--- src/hw/rtl/hsfd_pkg.sv ---
// Shared types, constants and the CRC-8 step for the sensor frame decoder.
// No dependencies; every other RTL file refers to it by scoped names.
package hsfd_pkg;

	// CRC-8, polynomial x^8+x^5+x^4+1, MSB first, no final xor
	localparam logic [7:0] CrcPolyLow = 8'h31;
	localparam logic [7:0] CrcInit    = 8'hFF;

	// status bits in the two lowest bits of a sensor word
	localparam logic [15:0] StatusMask = 16'hFFFC;

	// conversion to hundredths: floor(span * raw / 65535), minus the offset for temperature
	localparam logic [14:0] TempSpan   = 15'd17500;
	localparam logic [14:0] RhSpan     = 15'd10000;
	localparam logic [14:0] TempOffset = 15'd4500;

	// default depth of the command queue between front and back
	localparam int QueueDepthDefault = 4;

	// byte position within a six-byte frame
	typedef enum logic [2:0] {
		POS_T_HI  = 3'd0,
		POS_T_LO  = 3'd1,
		POS_T_CRC = 3'd2,
		POS_H_HI  = 3'd3,
		POS_H_LO  = 3'd4,
		POS_H_CRC = 3'd5
	} pos_t;

	// one checked word on its way from front to back
	typedef struct packed {
		logic        is_hum;   // 1: humidity word, closes the frame
		logic        ok;       // CRC matched
		logic [15:0] word;     // status bits already cleared
	} cmd_t;

	// one byte through the CRC register, eight shift steps
	function automatic logic [7:0] crc8_byte(input logic [7:0] crc, input logic [7:0] b);
		logic [7:0] c;
		c = crc ^ b;
		for (int i = 0; i < 8; i++) begin
			c = c[7] ? ({c[6:0], 1'b0} ^ CrcPolyLow) : {c[6:0], 1'b0};
		end
		return c;
	endfunction

endpackage

--- src/hw/rtl/humidity_sensor_frame_decoder_core.sv ---
// Sensor frame decoder: CRC-8 check of temperature and humidity words and
// conversion to hundredths. Accepts one byte per cycle while s_tready is high.
// Path: the humidity CRC beat's command passes through the command queue and stage 1 into the result register.
// Throughput: one byte per cycle; s_tready drops only when the command queue
// fills behind a stalled result register.
// Reset: arst_n clears position, CRC, held values and all valid flags.
module humidity_sensor_frame_decoder_core #(
	parameter int QueueDepth = hsfd_pkg::QueueDepthDefault
) (
	input  logic        clk,
	input  logic        arst_n,
	input  logic        s_tvalid,
	output logic        s_tready,
	input  logic [7:0]  s_tdata,   // [7:0] data_byte
	input  logic        s_tuser,   // [0] frame_start
	output logic        m_tvalid,
	input  logic        m_tready,
	output logic [31:0] m_tdata,   // [14:0] temperature_centi, [28:15] humidity_centi, rest 0
	output logic [1:0]  m_tuser    // [0] temperature_ok, [1] humidity_ok
);

	logic           beat;
	logic           push, full, pop, not_empty;
	hsfd_pkg::cmd_t push_cmd, pop_cmd;
	logic [14:0]    temperature_centi;
	logic [13:0]    humidity_centi;
	logic           temperature_ok, humidity_ok;

	assign s_tready = !full;
	assign beat     = s_tvalid && s_tready;

	hsfd_front u_front (
		.clk         (clk),
		.arst_n      (arst_n),
		.byte_valid  (beat),
		.data_byte   (s_tdata),
		.frame_start (s_tuser),
		.push        (push),
		.push_cmd    (push_cmd)
	);

	hsfd_queue #(
		.Depth (QueueDepth)
	) u_queue (
		.clk       (clk),
		.arst_n    (arst_n),
		.push      (push),
		.push_cmd  (push_cmd),
		.full      (full),
		.pop       (pop),
		.pop_cmd   (pop_cmd),
		.not_empty (not_empty)
	);

	hsfd_back u_back (
		.clk               (clk),
		.arst_n            (arst_n),
		.cmd_valid         (not_empty),
		.cmd               (pop_cmd),
		.cmd_pop           (pop),
		.m_tvalid          (m_tvalid),
		.m_tready          (m_tready),
		.temperature_centi (temperature_centi),
		.humidity_centi    (humidity_centi),
		.temperature_ok    (temperature_ok),
		.humidity_ok       (humidity_ok)
	);

	// pack the result beat
	assign m_tdata = {3'b000, humidity_centi, temperature_centi};
	assign m_tuser = {humidity_ok, temperature_ok};

endmodule

--- src/hw/rtl/hsfd_front.sv ---
// Front part: tracks the byte position, runs the CRC and assembles words.
// Emits one command per checked word toward the queue. Uses hsfd_pkg.
module hsfd_front (
	input  logic              clk,
	input  logic              arst_n,
	input  logic              byte_valid,
	input  logic [7:0]        data_byte,
	input  logic              frame_start,
	output logic              push,
	output hsfd_pkg::cmd_t    push_cmd
);

	hsfd_pkg::pos_t pos_q, pos_eff, pos_n;
	logic [7:0]     crc_q, crc_n;
	logic [15:0]    word_q, word_n;

	// restart the frame on frame_start
	always_comb begin
		pos_eff = frame_start ? hsfd_pkg::POS_T_HI : pos_q;
	end

	// next position
	always_comb begin
		case (pos_eff)
			hsfd_pkg::POS_T_HI:  pos_n = hsfd_pkg::POS_T_LO;
			hsfd_pkg::POS_T_LO:  pos_n = hsfd_pkg::POS_T_CRC;
			hsfd_pkg::POS_T_CRC: pos_n = hsfd_pkg::POS_H_HI;
			hsfd_pkg::POS_H_HI:  pos_n = hsfd_pkg::POS_H_LO;
			hsfd_pkg::POS_H_LO:  pos_n = hsfd_pkg::POS_H_CRC;
			default:             pos_n = hsfd_pkg::POS_T_HI;
		endcase
	end

	// CRC, word assembly and command per position
	always_comb begin
		crc_n           = crc_q;
		word_n          = word_q;
		push            = 1'b0;
		push_cmd.is_hum = 1'b0;
		push_cmd.ok     = (crc_q == data_byte);
		push_cmd.word   = word_q & hsfd_pkg::StatusMask;
		case (pos_eff)
			hsfd_pkg::POS_T_LO, hsfd_pkg::POS_H_LO: begin
				crc_n  = hsfd_pkg::crc8_byte(crc_q, data_byte);
				word_n = {word_q[15:8], data_byte};
			end
			hsfd_pkg::POS_T_CRC: begin
				crc_n = hsfd_pkg::CrcInit;
				push  = byte_valid;
			end
			hsfd_pkg::POS_H_CRC: begin
				crc_n           = hsfd_pkg::CrcInit;
				push            = byte_valid;
				push_cmd.is_hum = 1'b1;
			end
			default: begin
				crc_n  = hsfd_pkg::crc8_byte(hsfd_pkg::CrcInit, data_byte);
				word_n = {data_byte, 8'h00};
			end
		endcase
	end

	// advance on each accepted beat
	always_ff @(posedge clk or negedge arst_n) begin
		if (!arst_n) begin
			pos_q  <= hsfd_pkg::POS_T_HI;
			crc_q  <= hsfd_pkg::CrcInit;
			word_q <= 16'h0000;
		end else if (byte_valid) begin
			pos_q  <= pos_n;
			crc_q  <= crc_n;
			word_q <= word_n;
		end
	end

endmodule

--- src/hw/rtl/hsfd_queue.sv ---
// Short command queue between front and back, register based.
// Uses hsfd_pkg for the command type.
module hsfd_queue #(
	parameter int Depth = hsfd_pkg::QueueDepthDefault
) (
	input  logic              clk,
	input  logic              arst_n,
	input  logic              push,
	input  hsfd_pkg::cmd_t    push_cmd,
	output logic              full,
	input  logic              pop,
	output hsfd_pkg::cmd_t    pop_cmd,
	output logic              not_empty
);

	localparam int PtrW = (Depth > 1) ? $clog2(Depth) : 1;
	localparam int CntW = $clog2(Depth + 1);

	hsfd_pkg::cmd_t  entry_q [Depth];
	logic [PtrW-1:0] wr_ptr_q, rd_ptr_q;
	logic [CntW-1:0] count_q;

	function automatic logic [PtrW-1:0] ptr_inc(input logic [PtrW-1:0] p);
		return (p == PtrW'(Depth - 1)) ? '0 : p + PtrW'(1);
	endfunction

	assign full      = (count_q == CntW'(Depth));
	assign not_empty = (count_q != '0);
	assign pop_cmd   = entry_q[rd_ptr_q];

	// store the pushed command
	always_ff @(posedge clk) begin
		if (push) begin
			entry_q[wr_ptr_q] <= push_cmd;
		end
	end

	// advance pointers and fill count
	always_ff @(posedge clk or negedge arst_n) begin
		if (!arst_n) begin
			wr_ptr_q <= '0;
			rd_ptr_q <= '0;
			count_q  <= '0;
		end else begin
			if (push) begin
				wr_ptr_q <= ptr_inc(wr_ptr_q);
			end
			if (pop) begin
				rd_ptr_q <= ptr_inc(rd_ptr_q);
			end
			count_q <= count_q + CntW'(push) - CntW'(pop);
		end
	end

	a_no_overflow: assert property (@(posedge clk) disable iff (!arst_n) full |-> !push)
		else $error("queue pushed while full");
	a_no_underflow: assert property (@(posedge clk) disable iff (!arst_n) !not_empty |-> !pop)
		else $error("queue popped while empty");
	a_count_track: assert property (@(posedge clk) disable iff (!arst_n)
		(push && !pop) |=> (count_q == $past(count_q) + CntW'(1)))
		else $error("queue fill count did not follow a push");

endmodule

--- src/hw/rtl/hsfd_back.sv ---
// Back part: scales checked words to hundredths, holds the last good values
// and drives the result register. Uses hsfd_pkg.
module hsfd_back (
	input  logic              clk,
	input  logic              arst_n,
	input  logic              cmd_valid,
	input  hsfd_pkg::cmd_t    cmd,
	output logic              cmd_pop,
	output logic              m_tvalid,
	input  logic              m_tready,
	output logic [14:0]       temperature_centi,
	output logic [13:0]       humidity_centi,
	output logic              temperature_ok,
	output logic              humidity_ok
);

	logic        vld_s1, is_hum_s1, ok_s1;
	logic [30:0] prod_s1;
	logic [14:0] span;
	logic        out_free, adv;
	logic [31:0] quo_sum;
	logic [15:0] quo;
	logic [14:0] temp_new;
	logic        frame_temp_ok_q;
	logic [14:0] held_temp_q;
	logic [13:0] held_hum_q;
	logic        m_tvalid_q;

	// stage 1 advances for a temperature word, or when the result register frees
	assign out_free = !m_tvalid_q || m_tready;
	assign adv      = vld_s1 && (!is_hum_s1 || out_free);
	assign cmd_pop  = cmd_valid && (!vld_s1 || adv);
	assign span     = cmd.is_hum ? hsfd_pkg::RhSpan : hsfd_pkg::TempSpan;

	// multiply by the span
	always_ff @(posedge clk or negedge arst_n) begin
		if (!arst_n) begin
			vld_s1 <= 1'b0;
		end else if (cmd_pop) begin
			vld_s1 <= 1'b1;
		end else if (adv) begin
			vld_s1 <= 1'b0;
		end
	end

	always_ff @(posedge clk) begin
		if (cmd_pop) begin
			is_hum_s1 <= cmd.is_hum;
			ok_s1     <= cmd.ok;
			prod_s1   <= 31'(cmd.word) * 31'(span);
		end
	end

	// divide by 65535: q = (p + (p >> 16) + 1) >> 16 for p below 2^32
	always_comb begin
		quo_sum  = {1'b0, prod_s1} + {17'h0, prod_s1[30:16]} + 32'd1;
		quo      = quo_sum[31:16];
		temp_new = quo[14:0] - hsfd_pkg::TempOffset;
	end

	// hold the last good values
	always_ff @(posedge clk or negedge arst_n) begin
		if (!arst_n) begin
			frame_temp_ok_q <= 1'b0;
			held_temp_q     <= '0;
			held_hum_q      <= '0;
		end else if (adv) begin
			if (!is_hum_s1) begin
				frame_temp_ok_q <= ok_s1;
				if (ok_s1) begin
					held_temp_q <= temp_new;
				end
			end else if (ok_s1) begin
				held_hum_q <= quo[13:0];
			end
		end
	end

	// result register
	always_ff @(posedge clk or negedge arst_n) begin
		if (!arst_n) begin
			m_tvalid_q <= 1'b0;
		end else if (adv && is_hum_s1) begin
			m_tvalid_q <= 1'b1;
		end else if (m_tready) begin
			m_tvalid_q <= 1'b0;
		end
	end

	always_ff @(posedge clk) begin
		if (adv && is_hum_s1) begin
			temperature_centi <= held_temp_q;
			humidity_centi    <= ok_s1 ? quo[13:0] : held_hum_q;
			temperature_ok    <= frame_temp_ok_q;
			humidity_ok       <= ok_s1;
		end
	end

	assign m_tvalid = m_tvalid_q;

	a_result_room: assert property (@(posedge clk) disable iff (!arst_n)
		(adv && is_hum_s1) |-> out_free)
		else $error("result overwritten before it was taken");

endmodule

--- config.mk ---
export PLATFORM = sky130hd
export DESIGN_NAME = humidity_sensor_frame_decoder_core
export DESIGN_NICKNAME = d
export VERILOG_FILES = /design/src/hw/rtl/hsfd_pkg.sv /design/src/hw/rtl/humidity_sensor_frame_decoder_core.sv /design/src/hw/rtl/hsfd_front.sv /design/src/hw/rtl/hsfd_queue.sv /design/src/hw/rtl/hsfd_back.sv
export SDC_FILE = /design/constraint.sdc
export NUM_CORES = 1
export LEC_CHECK = 0
export BUFFER_PORTS_ARGS = -buffer_cell sky130_fd_sc_hd__buf_2
export CORE_MARGIN = 10
export CORE_UTILIZATION = 50
export DETAILED_ROUTE_END_ITERATION = 6
export PLACE_DENSITY_LB_ADDON = 0.12
export SLEW_MARGIN = 20
export SYNTH_ARGS = -nofsm -noshare
export SYNTH_HDL_FRONTEND = slang
export SYNTH_SLANG_ARGS = --single-unit
--- constraint.sdc ---
create_clock -name clk -period 11.5 [get_ports clk]
set_clock_uncertainty 0.15 [all_clocks]
set_input_delay 2.3 -clock clk [delete_from_list [all_inputs] [get_ports clk]]
set_output_delay 2.3 -clock clk [all_outputs]
set_load 0.02 [all_outputs]
==> reports/qor.txt <==
CORE AREA: 24390 sq um
Seq/Total Area, Yosys: 0.4283
Synth Register Bits: 188
I/O Pins: 49
Netlist cell types: 65
Worst skew pair latency: 440 ps
Root Buffer: clkbuf_16
Vias in the first global route: 7824
Worst-path clk slew: 80 ps
Startpoint Class: flip-flop
Die W: 177.8 microns
# diodes: 0
Synth Cell Area: 12460 sq um
Synth warn: 0
Period utilization: 0.6563
Layout Area Growth over Synthesis: 10.25%
Critical Path RT: 11510 ps
Crit end category: flip-flop
Slowest cell on crit path: mux4_2
Worst path max stage delay: 800 ps
Resized Gates After CTS: 0
Clock Path Buffers: 2
Crit path kind: flip-flop to flip-flop
Fmax: 132.5 MHz
Cts bufs inserted: 17
CP max FO: 32
Fin crit period: 7547 ps
Die Y: 177.8 microns
Area leader, netlist: edfxtp_1
Detailed Route Iter0 Violations: 386
Setup Fix Bufs, Post-CTS: 0
Fin area: 13730 sq um
Most common cell on crit path: inv_1
Synth top area share: 0.2989
Die ar.: 31630 sq um
Mapped Cells: 1050
Ys flop type: edfxtp_1
RSZ-0062 raised after global routing: false
Max_slew headroom: 0.3620
Max-slew violation count: 0
DRC: 0
Routability congestion estimate: 0.8167
Vias: 7587
Routed length per instance: 17.13 microns
Post-synth EDFFs: 124
Final antenna-violating net count: 0
CTS tree: yes
Max_cap viols: 0
Critical Path AT: 7560 ps
Vias/cell: 5.261
Worst path bufs/invs: 6
# rows: 57
Outcome: finished clean
Hold Vio Cnt, Final: 0
Synth Area per Inst: 11.86 sq um
Largest net degree at the start of global routing: 65
Endpoints failing setup: 0
Dpl cell area: 13070 sq um
CP Cell Sequence: buf_4, mux4_2, nand2b_1, inv_1, ha_1, inv_1, fa_1, inv_1, fa_1, inv_1, fa_1, inv_1, fa_1, ha_1, ha_1, or3_1, o211a_1, o31a_1, o21a_1, o41ai_1, o21ai_1, o41ai_1, xnor2_1
Top post-synthesis cells by area: edfxtp_1, ha_1, fa_1
Asr flop ratio synth: 0.3404
Initial Util: 0.5107
Grt total ovfl: 0
Final wirelength: 24700 microns
Setup TNS: 0 ps
Hold buffers post-CTS: 0
HPWL Detailed: 19270 microns
Filler cell count: 2125
TritonRoute pass-1 iters: 4
Largest delay share family, worst path: adder cells
Port Buffers: 45
First-pass GRT wire length: 40820 microns
Nets@finish: 1325
Share of cells above drive strength 1: 0.1270
Min-Delay Path Class: flip-flop to flip-flop
Slew @ Worst Pin: 957.1 ps
GRT Util Overall: 0.1640
# clock sinks: 188
H-tree depth: 4
Antenna violations before repair: 0
==> logic make-up after synthesis <==
group,synth area share
AO/OA/AOI/OAI,0.08025
XOR/XNOR,0.05765
AND/OR/NAND/NOR,0.08508
other,0.0006029
flip-flops,0.4283
multiplexers,0.05062
buffers and inverters,0.04681
adder cells (fa/ha/maj),0.2507
==> through the flow <==
stage | util | setup slack (ps) | hold slack, ps | instances
global placement | 0.5358 | 4058 | 280.7 | 1408
global route | 0.5630 | 3484 | 302.7 | 1442
floorplan | - | 4256 | 268.6 | 1070
CTS | 0.5615 | 3869 | 296.7 | 1440
finish | 0.5630 | 3953 | 293.9 | 1442
detailed placement | 0.5358 | 3887 | 282.2 | 1408
==> cells in the mapped netlist, drive strengths merged (6+ instances only) <==
cell type	number
a211oi	6
a21o	6
a21oi	38
a22o	6
and2	8
and3	10
buf	8
clkbuf	28
dfrtp	56
dfstp	8
edfxtp	124
fa	71
ha	136
inv	114
mux2	24
mux4	16
nand2	82
nand2b	17
nor2	61
nor2b	10
nor3	14
o21a	6
o21ai	54
or2	7
xnor2	54
xor2	28
==> registers in the layout, summed over array words and instances, names as in the netlist, 2 cells and up <==
| name | flops |
|---|---|
| u_queue.entry_q | 64 |
| u_back.prod_s1 | 27 |
| u_back.held_temp_q | 15 |
| u_back.temperature_centi | 15 |
| u_back.held_hum_q | 14 |
| u_back.humidity_centi | 14 |
| u_front.word_q | 14 |
| u_front.crc_q | 8 |
| u_front.pos_q | 3 |
| u_queue.count_q | 3 |
| u_queue.rd_ptr_q | 2 |
| u_queue.wr_ptr_q | 2 |
==> cell type report <==
type / instances / area (sq um) / area share
Sequential cell: 188 / 5335 / 0.3885
Clock buffer: 18 / 429.2 / 0.03125
Clock inverter: 14 / 197.7 / 0.01440
Inverter: 114 / 427.9 / 0.03116
Multi-Input combinational cell: 732 / 6636 / 0.4832
Timing Repair Buffer: 52 / 301.5 / 0.02196
Tap cell: 324 / 405.4 / 0.02952
==> layer usage <==
layer  up-vias  routed length [microns]  part of all wire  global-route usage
li1       3722                        -                 -                   -
met1      3759                    10800              0.44              0.1992
met3        17                      603             0.024             0.02529
met2        89                    13030              0.53              0.2981
met5         -                        0                 0                   0
met4         0                      266             0.011             0.03994
==> final timing paths <==
path	start	end	slack [ps]	depth (start not counted)
setup reg to reg	u_queue.rd_ptr_q[0]	u_back.prod_s1[28]	3950	23
hold reg to reg	u_back.held_temp_q[6]	u_back.temperature_centi[6]	290	0
max in group asynchronous	arst_n	u_back.held_temp_q[14]	8710	2
setup / recovery	u_queue.rd_ptr_q[0]	u_back.prod_s1[28]	3950	23
hold / removal	u_back.held_temp_q[6]	u_back.temperature_centi[6]	290	0
min in group asynchronous	arst_n	u_front.word_q[9]	1910	2
==> layout by cell type (no fill, tap or decap), drive strengths merged, types with 3 or more instances in the layout <==
cell type	Yosys	layout
clkinv	0	7
or2	7	7
nor3	14	14
ha	136	136
a22o	6	6
and3	10	10
edfxtp	124	124
xor2	28	28
mux4	16	16
o21ai	54	54
nor4b	3	3
nor2b	10	10
nand2b	17	17
dfstp	8	8
xnor2	54	54
o31ai	4	4
mux2	24	24
nor2	61	61
o211ai	3	3
conb	2	22
nand3	4	4
a221oi	3	3
buf	8	52
nand2	82	82
a21o	6	6
nand4	3	3
and2	8	8
o22a	3	3
clkbuf	28	18
inv	114	119
dfrtp	56	56
a31oi	4	4
a211oi	6	6
a21oi	38	38
o21a	6	6
fa	71	71
Power is not shown: default switching activity piles up to over one toggle a cycle in this logic, so the estimate is an artifact.
